<file path="src/rtl/bjs_pkg.sv">
`default_nettype none
package bjs_pkg;

    localparam int QueueDepthDefault = 32;
    localparam int BatchMaxDefault   = 8;
    localparam logic [3:0] BatchReset = 4'd5;

    // Widths of the job record fields.
    localparam int IdW  = 8;
    localparam int OpcW = 3;
    localparam int RemW = 8;
    localparam int OpdW = 16;
    localparam int ResW = 33;
    localparam int JobW = IdW + OpcW + RemW + OpdW + OpdW;

    typedef struct packed {
        logic [IdW-1:0]  id;
        logic [OpcW-1:0] opc;
        logic [RemW-1:0] remain;
        logic [OpdW-1:0] a;
        logic [OpdW-1:0] b;
    } job_t;

    typedef enum logic [1:0] {
        EV_LOAD  = 2'd0,
        EV_TICK  = 2'd1,
        EV_INTR  = 2'd2,
        EV_ERROR = 2'd3
    } event_t;

    localparam logic [OpcW-1:0] OPC_ADD = 3'd0;
    localparam logic [OpcW-1:0] OPC_SUB = 3'd1;
    localparam logic [OpcW-1:0] OPC_MUL = 3'd2;
    localparam logic [OpcW-1:0] OPC_DIV = 3'd3;
    localparam logic [OpcW-1:0] OPC_MOD = 3'd4;

    typedef enum logic [3:0] {
        ST_IDLE,
        ST_FILL_RD,
        ST_FILL_WR,
        ST_DISPATCH,
        ST_TICK_RD,
        ST_TICK_CHK,
        ST_ALU_RUN,
        ST_EMIT,
        ST_INTR_WR
    } state_t;

    // Handshake between the sequencer and the ALU unit.
    typedef struct packed {
        logic            start;
        logic [OpcW-1:0] opc;
        logic [OpdW-1:0] a;
        logic [OpdW-1:0] b;
    } alu_req_t;

    typedef struct packed {
        logic            done;
        logic [ResW-1:0] value;
    } alu_rsp_t;

endpackage
`default_nettype wire

</file>
<file path="src/rtl/batch_job_scheduler.sv">
`default_nettype none
// Batch job scheduler. An item (op with job fields) is taken when start is high
// and busy is low. A load pushes its job onto the pending queue. When the batch
// is empty, tick, interrupt and error first refill it from that queue, one job
// at a time, up to the effective batch size. A tick that retires a job runs it
// through the shared ALU, which steps bit-serially for multiply, divide and
// modulo (with a nonzero divisor).
// A retired job appears for one cycle with done high; there is no way to stall it.
// batch_size is written over the cfg channel while the block is idle; values
// of 0 act as 1 and values above BATCH_MAX act as BATCH_MAX.
module batch_job_scheduler
    import bjs_pkg::*;
#(
    parameter int QUEUE_DEPTH = QueueDepthDefault,
    parameter int BATCH_MAX   = BatchMaxDefault
)
(
    input  wire logic               clk,
    input  wire logic               rst_n,
    input  wire logic               start,
    output logic                    busy,
    input  wire logic [1:0]         op,
    input  wire logic [IdW-1:0]     job_id,
    input  wire logic [OpcW-1:0]    job_operation,
    input  wire logic [RemW-1:0]    service_time,
    input  wire logic [OpdW-1:0]    operand_a,
    input  wire logic [OpdW-1:0]    operand_b,
    input  wire logic               cfg_valid,
    output logic                    cfg_ready,
    input  wire logic [3:0]         cfg_data,
    output logic                    done,
    output logic [IdW-1:0]          done_id,
    output logic [OpcW-1:0]         done_operation,
    output logic signed [ResW-1:0]  result_value,
    output logic                    is_error,
    output logic [31:0]             finish_tick
);

    localparam int BW = (BATCH_MAX > 1) ? $clog2(BATCH_MAX) : 1;
    localparam int NW = $clog2(BATCH_MAX + 1);

    state_t        state_reg, state_next;
    event_t        ev_reg, ev_next;
    logic [3:0]    bsize_reg;
    logic [31:0]   tick_reg, tick_next;
    logic [BW-1:0] ahead_reg, ahead_next;
    logic [NW-1:0] acount_reg, acount_next;
    logic [NW-1:0] fill_reg, fill_next;
    job_t          active_mem [BATCH_MAX];
    job_t          front_reg;
    job_t          front_next;
    logic          amem_we;
    logic [BW-1:0] amem_wa;
    job_t          amem_wd;
    logic          q_push, q_pop, q_full, q_empty;
    job_t          q_job, load_job;
    alu_req_t      alu_req;
    alu_rsp_t      alu_rsp;
    logic          out_v_reg, out_v_next;
    logic          out_err_reg, out_err_next;
    logic [ResW-1:0] out_val_reg, out_val_next;
    logic [NW-1:0] limit;
    logic [NW:0]   intr_sum;

    assign load_job = '{id: job_id, opc: job_operation, remain: service_time,
                        a: operand_a, b: operand_b};

    bjs_queue #(.QUEUE_DEPTH(QUEUE_DEPTH)) u_queue (
        .clk(clk), .rst_n(rst_n), .push(q_push), .push_job(load_job),
        .pop(q_pop), .pop_job(q_job), .full(q_full), .empty(q_empty));

    bjs_alu u_alu (.clk(clk), .rst_n(rst_n), .req(alu_req), .rsp(alu_rsp));

    // Effective batch size, clamped to 1..BATCH_MAX.
    always_comb
    begin
        if (bsize_reg == 4'd0)
            limit = NW'(1);
        else if (32'(bsize_reg) > BATCH_MAX)
            limit = NW'(BATCH_MAX);
        else
            limit = NW'(bsize_reg);
    end

    // Slot behind the last active job, before wrapping.
    assign intr_sum = (NW+1)'(ahead_reg) + (NW+1)'(acount_reg);

    assign busy      = (state_reg != ST_IDLE);
    assign cfg_ready = (state_reg == ST_IDLE) && !start;

    always_ff @(posedge clk or negedge rst_n)
    begin
        if (!rst_n)
            bsize_reg <= BatchReset;
        else if (cfg_valid && cfg_ready)
            bsize_reg <= cfg_data;
    end

    always_ff @(posedge clk or negedge rst_n)
    begin
        if (!rst_n)
        begin
            state_reg  <= ST_IDLE;
            ev_reg     <= EV_LOAD;
            tick_reg   <= '0;
            ahead_reg  <= '0;
            acount_reg <= '0;
            fill_reg   <= '0;
            out_v_reg  <= 1'b0;
        end
        else
        begin
            state_reg  <= state_next;
            ev_reg     <= ev_next;
            tick_reg   <= tick_next;
            ahead_reg  <= ahead_next;
            acount_reg <= acount_next;
            fill_reg   <= fill_next;
            out_v_reg  <= out_v_next;
        end
    end

    // Active batch storage and working copy of the front job.
    always_ff @(posedge clk)
    begin
        if (amem_we)
            active_mem[amem_wa] <= amem_wd;
        front_reg   <= front_next;
        out_err_reg <= out_err_next;
        out_val_reg <= out_val_next;
    end

    // Sequencer.
    always_comb
    begin
        state_next   = state_reg;
        ev_next      = ev_reg;
        tick_next    = tick_reg;
        ahead_next   = ahead_reg;
        acount_next  = acount_reg;
        fill_next    = fill_reg;
        front_next   = front_reg;
        out_v_next   = 1'b0;
        out_err_next = out_err_reg;
        out_val_next = out_val_reg;
        q_push       = 1'b0;
        q_pop        = 1'b0;
        amem_we      = 1'b0;
        amem_wa      = ahead_reg;
        amem_wd      = front_reg;
        alu_req      = '{start: 1'b0, opc: front_reg.opc, a: front_reg.a, b: front_reg.b};
        unique case (state_reg)
            ST_IDLE:
            begin
                if (start)
                begin
                    ev_next = event_t'(op);
                    if (event_t'(op) == EV_LOAD)
                    begin
                        q_push     = 1'b1;
                        state_next = ST_EMIT;
                    end
                    else if (acount_reg == '0)
                    begin
                        ahead_next = '0;
                        fill_next  = '0;
                        state_next = ST_FILL_RD;
                    end
                    else
                        state_next = ST_DISPATCH;
                end
            end
            ST_FILL_RD:
            begin
                if (fill_reg == limit || q_empty)
                begin
                    acount_next = fill_reg;
                    state_next  = ST_DISPATCH;
                end
                else
                begin
                    q_pop      = 1'b1;
                    state_next = ST_FILL_WR;
                end
            end
            ST_FILL_WR:
            begin
                amem_we    = 1'b1;
                amem_wa    = BW'(fill_reg);
                amem_wd    = q_job;
                fill_next  = fill_reg + NW'(1);
                state_next = ST_FILL_RD;
            end
            ST_DISPATCH:
            begin
                front_next = active_mem[ahead_reg];
                if (ev_reg == EV_TICK)
                    tick_next = tick_reg + 32'd1;
                if (acount_reg == '0)
                    state_next = ST_EMIT;
                else
                    state_next = ST_TICK_RD;
            end
            ST_TICK_RD:
            begin
                unique case (ev_reg)
                    EV_TICK:
                    begin
                        if (front_reg.remain > RemW'(1))
                        begin
                            amem_we    = 1'b1;
                            amem_wd    = front_reg;
                            amem_wd.remain = front_reg.remain - RemW'(1);
                            state_next = ST_EMIT;
                        end
                        else
                        begin
                            alu_req.start = 1'b1;
                            state_next    = ST_ALU_RUN;
                        end
                    end
                    EV_INTR:
                    begin
                        state_next = ST_INTR_WR;
                    end
                    EV_ERROR:
                    begin
                        out_err_next = 1'b1;
                        out_val_next = '0;
                        out_v_next   = 1'b1;
                        ahead_next   = (ahead_reg == BW'(BATCH_MAX - 1)) ? '0
                                       : ahead_reg + BW'(1);
                        acount_next  = acount_reg - NW'(1);
                        state_next   = ST_EMIT;
                    end
                    default:
                        state_next = ST_EMIT;
                endcase
            end
            ST_TICK_CHK:
                state_next = ST_ALU_RUN;
            ST_ALU_RUN:
            begin
                if (alu_rsp.done)
                begin
                    out_err_next = 1'b0;
                    out_val_next = alu_rsp.value;
                    out_v_next   = 1'b1;
                    ahead_next   = (ahead_reg == BW'(BATCH_MAX - 1)) ? '0
                                   : ahead_reg + BW'(1);
                    acount_next  = acount_reg - NW'(1);
                    state_next   = ST_EMIT;
                end
            end
            ST_INTR_WR:
            begin
                // Copy the front job to the slot behind the last one.
                amem_we    = 1'b1;
                amem_wa    = (intr_sum >= (NW+1)'(BATCH_MAX))
                             ? BW'(intr_sum - (NW+1)'(BATCH_MAX)) : BW'(intr_sum);
                ahead_next = (ahead_reg == BW'(BATCH_MAX - 1)) ? '0 : ahead_reg + BW'(1);
                state_next = ST_EMIT;
            end
            ST_EMIT:
                state_next = ST_IDLE;
            default:
                state_next = ST_IDLE;
        endcase
    end

    assign done           = out_v_reg;
    assign done_id        = front_reg.id;
    assign done_operation = front_reg.opc;
    assign result_value   = out_val_reg;
    assign is_error       = out_err_reg;
    assign finish_tick    = tick_reg;

    // A result strobe only follows the step that retires a job.
    a_done_one: assert property (@(posedge clk) disable iff (!rst_n)
        done |-> $past(state_reg == ST_TICK_RD || state_reg == ST_ALU_RUN))
        else $error("result strobe without a retiring step");
    a_count_bound: assert property (@(posedge clk) disable iff (!rst_n)
        32'(acount_reg) <= BATCH_MAX)
        else $error("active batch count overflow");
    a_cfg_idle: assert property (@(posedge clk) disable iff (!rst_n)
        cfg_ready |-> !busy)
        else $error("configuration accepted while busy");

endmodule
`default_nettype wire

</file>
<file path="src/rtl/bjs_alu.sv">
`default_nettype none
module bjs_alu
    import bjs_pkg::*;
(
    input  wire logic     clk,
    input  wire logic     rst_n,
    input  wire alu_req_t req,
    output alu_rsp_t      rsp
);

    // One shared shift-add unit: multiply by shift-add, divide by restoring steps.
    logic [OpcW-1:0]   opc_reg, opc_next;
    logic [OpdW-1:0]   a_reg, a_next;
    logic [OpdW-1:0]   b_reg, b_next;
    logic [31:0]       acc_reg, acc_next;
    logic [OpdW:0]     rem_reg, rem_next;
    logic [4:0]        cnt_reg, cnt_next;
    logic              busy_reg, busy_next;
    logic              done_reg, done_next;
    logic [ResW-1:0]   res_reg, res_next;
    logic [OpdW:0]     trial;
    logic [OpdW:0]     shifted;

    always_ff @(posedge clk or negedge rst_n)
    begin
        if (!rst_n)
        begin
            busy_reg <= 1'b0;
            done_reg <= 1'b0;
        end
        else
        begin
            busy_reg <= busy_next;
            done_reg <= done_next;
        end
    end

    always_ff @(posedge clk)
    begin
        opc_reg <= opc_next;
        a_reg   <= a_next;
        b_reg   <= b_next;
        acc_reg <= acc_next;
        rem_reg <= rem_next;
        cnt_reg <= cnt_next;
        res_reg <= res_next;
    end

    always_comb
    begin
        opc_next  = opc_reg;
        a_next    = a_reg;
        b_next    = b_reg;
        acc_next  = acc_reg;
        rem_next  = rem_reg;
        cnt_next  = cnt_reg;
        res_next  = res_reg;
        busy_next = busy_reg;
        done_next = 1'b0;
        shifted   = {rem_reg[OpdW-1:0], a_reg[OpdW-1]};
        trial     = shifted - {1'b0, b_reg};
        if (req.start)
        begin
            opc_next  = req.opc;
            a_next    = req.a;
            b_next    = req.b;
            acc_next  = '0;
            rem_next  = '0;
            cnt_next  = '0;
            busy_next = 1'b1;
        end
        else if (busy_reg)
        begin
            unique case (opc_reg)
                OPC_ADD:
                begin
                    res_next  = ResW'({1'b0, a_reg}) + ResW'({1'b0, b_reg});
                    busy_next = 1'b0;
                    done_next = 1'b1;
                end
                OPC_SUB:
                begin
                    res_next  = ResW'({1'b0, a_reg}) - ResW'({1'b0, b_reg});
                    busy_next = 1'b0;
                    done_next = 1'b1;
                end
                OPC_MUL:
                begin
                    // One multiplier bit per cycle, MSB first.
                    acc_next = {acc_reg[30:0], 1'b0}
                               + (a_reg[OpdW-1] ? {16'd0, b_reg} : 32'd0);
                    a_next   = {a_reg[OpdW-2:0], 1'b0};
                    cnt_next = cnt_reg + 5'd1;
                    if (cnt_reg == 5'd15)
                    begin
                        res_next  = {1'b0, acc_next};
                        busy_next = 1'b0;
                        done_next = 1'b1;
                    end
                end
                OPC_DIV, OPC_MOD:
                begin
                    if (b_reg == '0)
                    begin
                        res_next  = '0;
                        busy_next = 1'b0;
                        done_next = 1'b1;
                    end
                    else
                    begin
                        // One quotient bit per cycle; a_reg collects quotient bits.
                        if (!trial[OpdW])
                        begin
                            rem_next = trial;
                            a_next   = {a_reg[OpdW-2:0], 1'b1};
                        end
                        else
                        begin
                            rem_next = shifted;
                            a_next   = {a_reg[OpdW-2:0], 1'b0};
                        end
                        cnt_next = cnt_reg + 5'd1;
                        if (cnt_reg == 5'd15)
                        begin
                            res_next  = (opc_reg == OPC_DIV)
                                        ? ResW'({1'b0, a_next})
                                        : ResW'(rem_next);
                            busy_next = 1'b0;
                            done_next = 1'b1;
                        end
                    end
                end
                default:
                begin
                    res_next  = '0;
                    busy_next = 1'b0;
                    done_next = 1'b1;
                end
            endcase
        end
    end

    assign rsp.done  = done_reg;
    assign rsp.value = res_reg;

endmodule
`default_nettype wire

</file>
<file path="src/rtl/bjs_queue.sv">
`default_nettype none
module bjs_queue
    import bjs_pkg::*;
#(
    parameter int QUEUE_DEPTH = QueueDepthDefault
)
(
    input  wire logic clk,
    input  wire logic rst_n,
    input  wire logic push,
    input  wire job_t push_job,
    input  wire logic pop,
    output job_t      pop_job,
    output logic      full,
    output logic      empty
);

    localparam int AW = (QUEUE_DEPTH > 1) ? $clog2(QUEUE_DEPTH) : 1;
    localparam int CW = $clog2(QUEUE_DEPTH + 1);

    // Pending jobs in arrival order; read data is registered on pop.
    job_t          mem [QUEUE_DEPTH];
    logic [AW-1:0] head_reg, head_next;
    logic [AW-1:0] tail_reg, tail_next;
    logic [CW-1:0] count_reg, count_next;
    job_t          rd_reg;

    assign full  = (count_reg == CW'(QUEUE_DEPTH));
    assign empty = (count_reg == '0);

    always_comb
    begin
        head_next  = head_reg;
        tail_next  = tail_reg;
        count_next = count_reg;
        if (push && !full)
        begin
            tail_next  = (tail_reg == AW'(QUEUE_DEPTH - 1)) ? '0 : tail_reg + AW'(1);
            count_next = count_next + CW'(1);
        end
        if (pop && !empty)
        begin
            head_next  = (head_reg == AW'(QUEUE_DEPTH - 1)) ? '0 : head_reg + AW'(1);
            count_next = count_next - CW'(1);
        end
    end

    always_ff @(posedge clk or negedge rst_n)
    begin
        if (!rst_n)
        begin
            head_reg  <= '0;
            tail_reg  <= '0;
            count_reg <= '0;
        end
        else
        begin
            head_reg  <= head_next;
            tail_reg  <= tail_next;
            count_reg <= count_next;
        end
    end

    always_ff @(posedge clk)
    begin
        if (push && !full)
        begin
            mem[tail_reg] <= push_job;
        end
        if (pop)
        begin
            rd_reg <= mem[head_reg];
        end
    end

    assign pop_job = rd_reg;

endmodule
`default_nettype wire

</file>
<file path="config.mk">
export PLATFORM = sky130hd
export DESIGN_NAME = batch_job_scheduler
export DESIGN_NICKNAME = d
export VERILOG_FILES = /design/src/rtl/bjs_pkg.sv /design/src/rtl/batch_job_scheduler.sv /design/src/rtl/bjs_alu.sv /design/src/rtl/bjs_queue.sv
export SDC_FILE = /design/constraint.sdc
export NUM_CORES = 2
export LEC_CHECK = 0
export BUFFER_PORTS_ARGS = -buffer_cell sky130_fd_sc_hd__buf_2
export CORE_UTILIZATION = 32
export DETAILED_ROUTE_END_ITERATION = 10
export PLACE_DENSITY = 0.45
export SYNTH_ARGS = -nofsm -noshare
export SYNTH_HDL_FRONTEND = slang
export SYNTH_SLANG_ARGS = --single-unit
</file>
<file path="constraint.sdc">
create_clock -name clk -period 6.5 [get_ports clk]
set_input_delay 0.325 -clock clk [delete_from_list [all_inputs] [get_ports clk]]
set_output_delay 0.325 -clock clk [all_outputs]
set_load 0.01 [all_outputs]
</file>
### After elaboration in Yosys (flattened, before gate mapping)

Memory sizes are Yosys's and may differ from the RTL's. A register that Yosys moved wholly into a read port is not among the register bits.
Cells that the tools add are included.

| storage, ports and cells | value |
|---|---|
| register bits | 226 |
| memory bits (writable) | 2040 |
| input bits | 61 |
| output and inout bits | 80 |
| word-level logic and storage cells | 195 |
| memories | 2 |

| cells by class | value |
|---|---|
| add/sub/neg operators | 16 |
| $lt $le $gt $ge | 3 |
| eq/ne operators | 30 |
| multiplexer cells | 83 |
| bitwise gates (word level) | 2 |
| reduce and logical (&&, ||, !) cells | 37 |

Memories:

| name | depth | bits a word | read ports | clocked after Yosys merged registers in | write ports | RTL line | RTL |
|---|---|---|---|---|---|---|---|
| u_queue.mem | 32 | 51 | 1 | 1 | 1 | bjs_queue.sv:22 | `job_t mem [QUEUE_DEPTH];` |
| active_mem | 8 | 51 | 1 | 1 | 1 | batch_job_scheduler.sv:49 | `job_t active_mem [BATCH_MAX];` |

Operators with widths:

| operator | count |
|---|---|
| $mux 33 | 5 |
| $pmux 33 s4 | 1 |
| $pmux 51 s2 | 1 |
| $mux 40 | 2 |
| $pmux 33 s2 | 1 |
| $mux 16 | 4 |
| $mux 4 | 10 |
| $mux 17 | 2 |
| $add 32x1->32 const B | 1 |
| $add 32x16->32 | 1 |
| $pmux 16 s2 | 1 |
| $pmux 4 s8 | 1 |
| $mux 1 | 29 |
| $mux 3 | 8 |
| $add 16x16->17 | 1 |
| $sub 16x16->17 | 1 |
| $sub 17x16->17 | 1 |
| $logic_not 16->1 | 1 |
| $pmux 4 s2 | 2 |
| $add 5x1->5 const B | 3 |
| $mux 5 | 3 |
| $eq 4x3->1 const B | 3 |
| $logic_not 4->1 | 3 |
| $mux 6 | 2 |
| 48 further kinds | 84 |

### Depth between registers and ports, before layout

| depth | value |
|---|---|
| depth after elaboration | 9 |
| mapped depth | 19 |
| gate-level depth less buffers | 17 |

### Hierarchy

Synthesis repeated with hierarchy kept, for this count alone.

| second synthesis, totals | value |
|---|---|
| cell total of the unflattened synthesis | 5387 |
| area total of the unflattened synthesis | 95176.3 µm² |

By module, submodules not included:

| module | times used | cells each | area each (µm²) | sequential area each (µm²) |
|---|---|---|---|---|
| bjs_queue | 1 | 3158 | 65001.1 | 50938.9 |
| batch_job_scheduler | 1 | 1319 | 22003.6 | 16158.0 |
| bjs_alu | 1 | 910 | 8171.6 | 3133.0 |

### Worst setup path before layout

Ideal clock, no wire load.

| path | value |
|---|---|
| path type | reg-to-reg |
| from | reg state_reg[2] |
| to | mem active_mem[5][0] (netlist bit), enable pin |
| setup time | 533 ps |
| data arrival time | 5315 ps |
| data required time | 5967 ps |
| slack | 652 ps |
| cell stages (with the launch flop) | 9 |
| buffers on the path | 2 |
| clock period less this slack | 5848 ps |
| cells stage by stage | dfrtp_1 > clkbuf_1 > nor2_1 > nand2_1 > nor2_1 > clkbuf_1 > a22oi_1 > o21a_1 > nor3b_1 |

| on the way | value |
|---|---|
| longest elaborated chain between the ends | 5 |
| elaborated cells between the ends (all ways) | 8 |
| those cells by class | eq/ne (3); mux (4); reduce/logical (1) |

RTL lines:

| element | RTL line | RTL |
|---|---|---|
| start, declared | batch_job_scheduler.sv:42 | `state_t state_reg, state_next;` |
| start signal, assigned | batch_job_scheduler.sv:113 | `state_reg <= state_next;` |
| $eq 4x4->1 or $eq 4x2->1 (tied branches) | batch_job_scheduler.sv:152 | `unique case (state_reg)` |
| $reduce_or 2->1 (no source line) | n/a |  |
| $pmux 1 s2 | batch_job_scheduler.sv:152 |  |
| $mux 1 | batch_job_scheduler.sv:126 | `if (amem_we)` |
| $mux 1 (not written as such) | batch_job_scheduler.sv:127 | `active_mem[amem_wa] <= amem_wd;` |
| end, declared | batch_job_scheduler.sv:49 |  |

Parallel ways exist; a longest one is shown, timed or not.

### Worst setup path after layout

| path | value |
|---|---|
| from | reg u_alu.a_reg[15] |
| to | reg u_alu.res_reg[9] (data pin) |

| on the way | value |
|---|---|
| longest elaborated chain between the ends | 6 |
| elaborated cells between the ends (all ways) | 9 |
| those cells by class | add/sub (2); mux (7) |

RTL lines:

| element | RTL line | RTL |
|---|---|---|
| start, declared | bjs_alu.sv:13 | `logic [OpdW-1:0] a_reg, a_next;` |
| start signal, assigned | bjs_alu.sv:41 | `a_reg <= a_next;` |
| $sub 17x16->17 | bjs_alu.sv:61 | `trial = shifted - {1'b0, b_reg};` |
| $mux 17 | bjs_alu.sv:112 | `if (!trial[OpdW])` |
| $mux 17 | bjs_alu.sv:126 | `? ResW'({1'b0, a_next})` |
| $mux 33 | bjs_alu.sv:123 | `if (cnt_reg == 5'd15)` |
| $mux 33 | bjs_alu.sv:103 | `if (b_reg == '0)` |
| $pmux 33 s4 * | bjs_alu.sv:74 | `unique case (opc_reg)` |
| end signal, assigned | bjs_alu.sv:46 | `res_reg <= res_next;` |
| end, declared | bjs_alu.sv:20 | `logic [ResW-1:0] res_reg, res_next;` |

Mark *: on every way between the ends. The rest lies on a longest branch, timed or not. The select of a mux whose other input is x is not followed.
A chain may end at the register's enable or synchronous reset.

==> flow_summary.json <==
{
  "portBuffers": 140,
  "place_area_mm2": 0.1003,
  "final.setup.worst_slack_ns": 1.328,
  "clock_path_buffers": 4,
  "power_leakage_nw": 32.74,
  "clock-root-buffer": "clkbuf_16",
  "clkTransAtPathRegs_ns": 0.05,
  "crit_path_max_incr_delay_ns": 0.50,
  "slew-limit-headroom_pct": 16.49,
  "r2r_setup_slack_ns": 1.33,
  "syn_avg_cell_area_um2": 19.67,
  "cp_data_arrival_time_ns": 5.85,
  "initial_core_util_pct": 32.29,
  "drc": 0,
  "skew_ns": 0.04654,
  "cts.htree.levels": 5,
  "syn_area_mm2": 0.09422,
  "cts.sinks": 2368,
  "yosys_warnings": 0,
  "ir_drop_uv": 230.2,
  "synth_cells": 4789,
  "swShare_pct": 20.18,
  "wl_per_cell_um": 27.14,
  "critical_path_class": "flip-flop to flip-flop",
  "die_h_um": 544.6,
  "grt_max_degree": 95,
  "wl_um": 250600,
  "internal_power_w": 0.02485,
  "place_ws_ns": 1.331,
  "grt_use_total_pct": 16.86,
  "power_frac_seq_pct": 53.4,
  "required_ns": 7.18,
  "layout.area.seq_mm2": 0.07026,
  "critPathLaunchType": "flip-flop",
  "cp-end-kind": "flip-flop",
  "nets": 5286,
  "yosysUniqueCellTypes": 82,
  "ys.flop_type": "edfxtp_1",
  "tns_ns": 0,
  "slew_viol_final": 0,
  "largest_reg_flops": 1632,
  "p_clk_share_pct": 45.9,
  "die_x_um": 544.6,
  "cts_tree": "done",
  "stdcell_area_mm2": 0.1091,
  "synth_nets": 4940,
  "vias_per_cell": 5.067,
  "rsz0062_at_grt": "no",
  "crit_top_cell": "inv_1",
  "grt_pass1_vias": 48350,
  "crit_chain": "inv_1 -> ha_1 -> inv_1 -> fa_1 -> a211oi_1 -> o211ai_1 -> a221oi_1 -> o21ai_0 -> a21o_1 -> a21o_1 -> ha_1 -> inv_1 -> buf_4 -> nor4b_1 -> a211oi_1 -> and3_1 -> a211o_1 -> o221ai_1",
  "power.density_mw_per_mm2": 285.2,
  "firstDrtPassIters": 5,
  "combPwrFrac_pct": 0.7,
  "rows": 198,
  "drv_cap": 0,
  "setup_viol": 0,
  "finalHoldViolCount": 0,
  "period_share_pct": 79.57,
  "final.fill_count": 26890,
  "dp_hpwl_um": 140000,
  "vias": 46790,
  "core_area_mm2": 0.2918,
  "cts_buffers": 270,
  "status": "finished, final reports clean",
  "ys_async_sr_fraction_pct": 3.041,
  "top_register": "u_queue.mem",
  "ys_ff_latch": 2368,
  "insertion_delay_ns": 0.88,
  "gp_congestion": 0.8216,
  "p_total_w": 0.03113,
  "drt_iter0_drc": 3697,
  "ant_nets": 0,
  "synth-edff-count": 2244,
  "fin_cells": 9234,
  "timing.fmax_mhz": 193.3,
  "yosysSeqAreaShare_pct": 74.54,
  "cp_max_fo": 14,
  "io_pins": 141,
  "crit_slowest_cell": "edfxtp_1",
  "antenna_found_initial": 23,
  "holdCritPathClass": "input pin to flip-flop",
  "dieArea_mm2": 0.2966,
  "drive_above_1_share_pct": 25.37,
  "p_switching_w": 0.006280,
  "final.min_clock_period_ns": 5.172,
  "grt_pass1_wl_um": 360000,
  "area_growth_pct": 15.84,
  "grt.overflow.total": 0,
  "dp.cells": 8698,
  "multi_input_area_mm2": 0.02310,
  "tightest_slew_ns": 1.250
}
==> cells by family (layout without fill, tap and decap cells) <==
group	count (synthesis)	after routing	synth area share, %
buffers and inverters	311	852	1.293
AND/OR/NAND/NOR	870	870	4.045
adder cells (fa/ha/maj)	90	90	1.235
multiplexers	688	688	15.51
other	0	4	0
AO/OA/AOI/OAI	368	368	2.502
flip-flops	2368	2368	74.54
XOR/XNOR	94	94	0.8738
==> cell usage after synthesis (5+ instances only) <==
master	n	area, um2
and3_1	46	287.8
nor2b_1	17	106.4
nor3_1	39	195.2
a21oi_1	90	450.4
and2_1	7	43.79
dfrtp_1	70	1752
mux4_2	612	13780
a22oi_1	7	52.55
nand2_1	472	1772
or4_1	5	37.54
or3_1	8	50.05
ha_1	85	1064
o221ai_1	10	87.58
nand2b_1	13	81.33
mux2_2	59	664.4
o21bai_1	8	60.06
a31oi_1	17	106.4
buf_1	65	244.0
fa_1	5	100.1
nor4_1	10	62.56
nor2_1	177	664.4
o21a_1	10	75.07
nand3b_1	6	45.04
xor2_1	25	219.0
o31ai_1	8	60.06
a211oi_1	34	255.2
buf_4	11	82.58
mux2i_1	17	170.2
nand3_1	30	150.1
o21ai_0	101	505.5
edfxtp_1	2244	67380
dfxtp_1	52	1041
nand4_1	12	75.07
nor3b_1	6	45.04
buf_2	7	35.03
xnor2_1	69	604.3
a221o_1	9	90.09
a21o_1	23	172.7
clkbuf_1	162	608.1
inv_1	63	236.5
==> final timing paths <==
path | from | endpoint | cells past startpoint
hold / removal | start | u_queue.tail_reg[3] | 4
hold reg to reg | u_alu.acc_reg[14] | u_alu.acc_reg[14] | 2
setup reg to reg | u_alu.a_reg[15] | u_alu.res_reg[9] | 18
min in group asynchronous | rst_n | finish_tick[14] | 3
setup / recovery | u_alu.a_reg[15] | u_alu.res_reg[9] | 18
max in group asynchronous | rst_n | finish_tick[30] | 3
==> layout by cell type, fill, tap and decap left out, types with 30 or more instances in the layout <==
cell	instances
a211oi_1	34
a21oi_1	90
and3_1	46
buf_2	139
buf_4	95
clkbuf_1	67
clkbuf_16	276
clkinv_1	51
clkinv_2	38
dfrtp_1	62
dfxtp_1	52
dlygate4sd3_1	65
edfxtp_1	2244
ha_1	85
inv_1	62
mux2_2	59
mux4_2	612
nand2_1	472
nand3_1	30
nor2_1	137
nor2_4	38
nor3_1	36
o21ai_0	101
xnor2_1	69
==> stage by stage <==
step           util [%]  hold WS, ns
2_1_floorplan         -      0.02941
3_3_place_gp      34.37       0.2207
3_5_place_dp      34.37       0.2215
4_1_cts           37.40      0.07628
5_1_grt           37.40       0.1490
6_report          37.40       0.1449
==> layout make-up <==
class	count	area share [%]
flip-flops and latches	2368	64.37
multi-input cells	2110	21.16
clock buffers	347	6.609
well taps	3900	4.471
repair buffers	320	2.272
clock inverters	120	0.8781
inverters	65	0.2270
diodes	4	0.009171
==> routing by layer <==
metal	global-route usage, %	part of all wire (%)	vias up
met4	4.073	2.0	12
met1	23.57	45	25160
met2	27.71	48	1146
li1	-	-	20150
met3	2.384	4.5	316
met5	0	0.032	-
==> timing repair <==
action	4_1_cts	5_1_grt
resized for setup	0	0
hold buffers	65	0
setup buffers	0	0
hold endpoints to repair	1677	0
==> power by group through the flow <==
stage               Sequential [W]  Combinational, W  Clock, W
finish                      0.0166          0.000215    0.0143
global route                0.0166          0.000239    0.0152
CTS                         0.0166          0.000221    0.0147
detailed placement          0.0169          0.000187         0
global placement            0.0169          0.000178         0
floorplan                   0.0169        0.00000340         0
==> worst max-delay path: cells and delay by family, from the launching register on <==
family | cells | cell delay (ns)
and+or+nand+nor | 2 | 0.52
buffers and inverters | 4 | 0.76
adders and majority gates | 3 | 0.98
AOI/OAI and AO/OA | 9 | 2.27
DFF | 1 | 0.50
(Power assumes the default switching activity.)
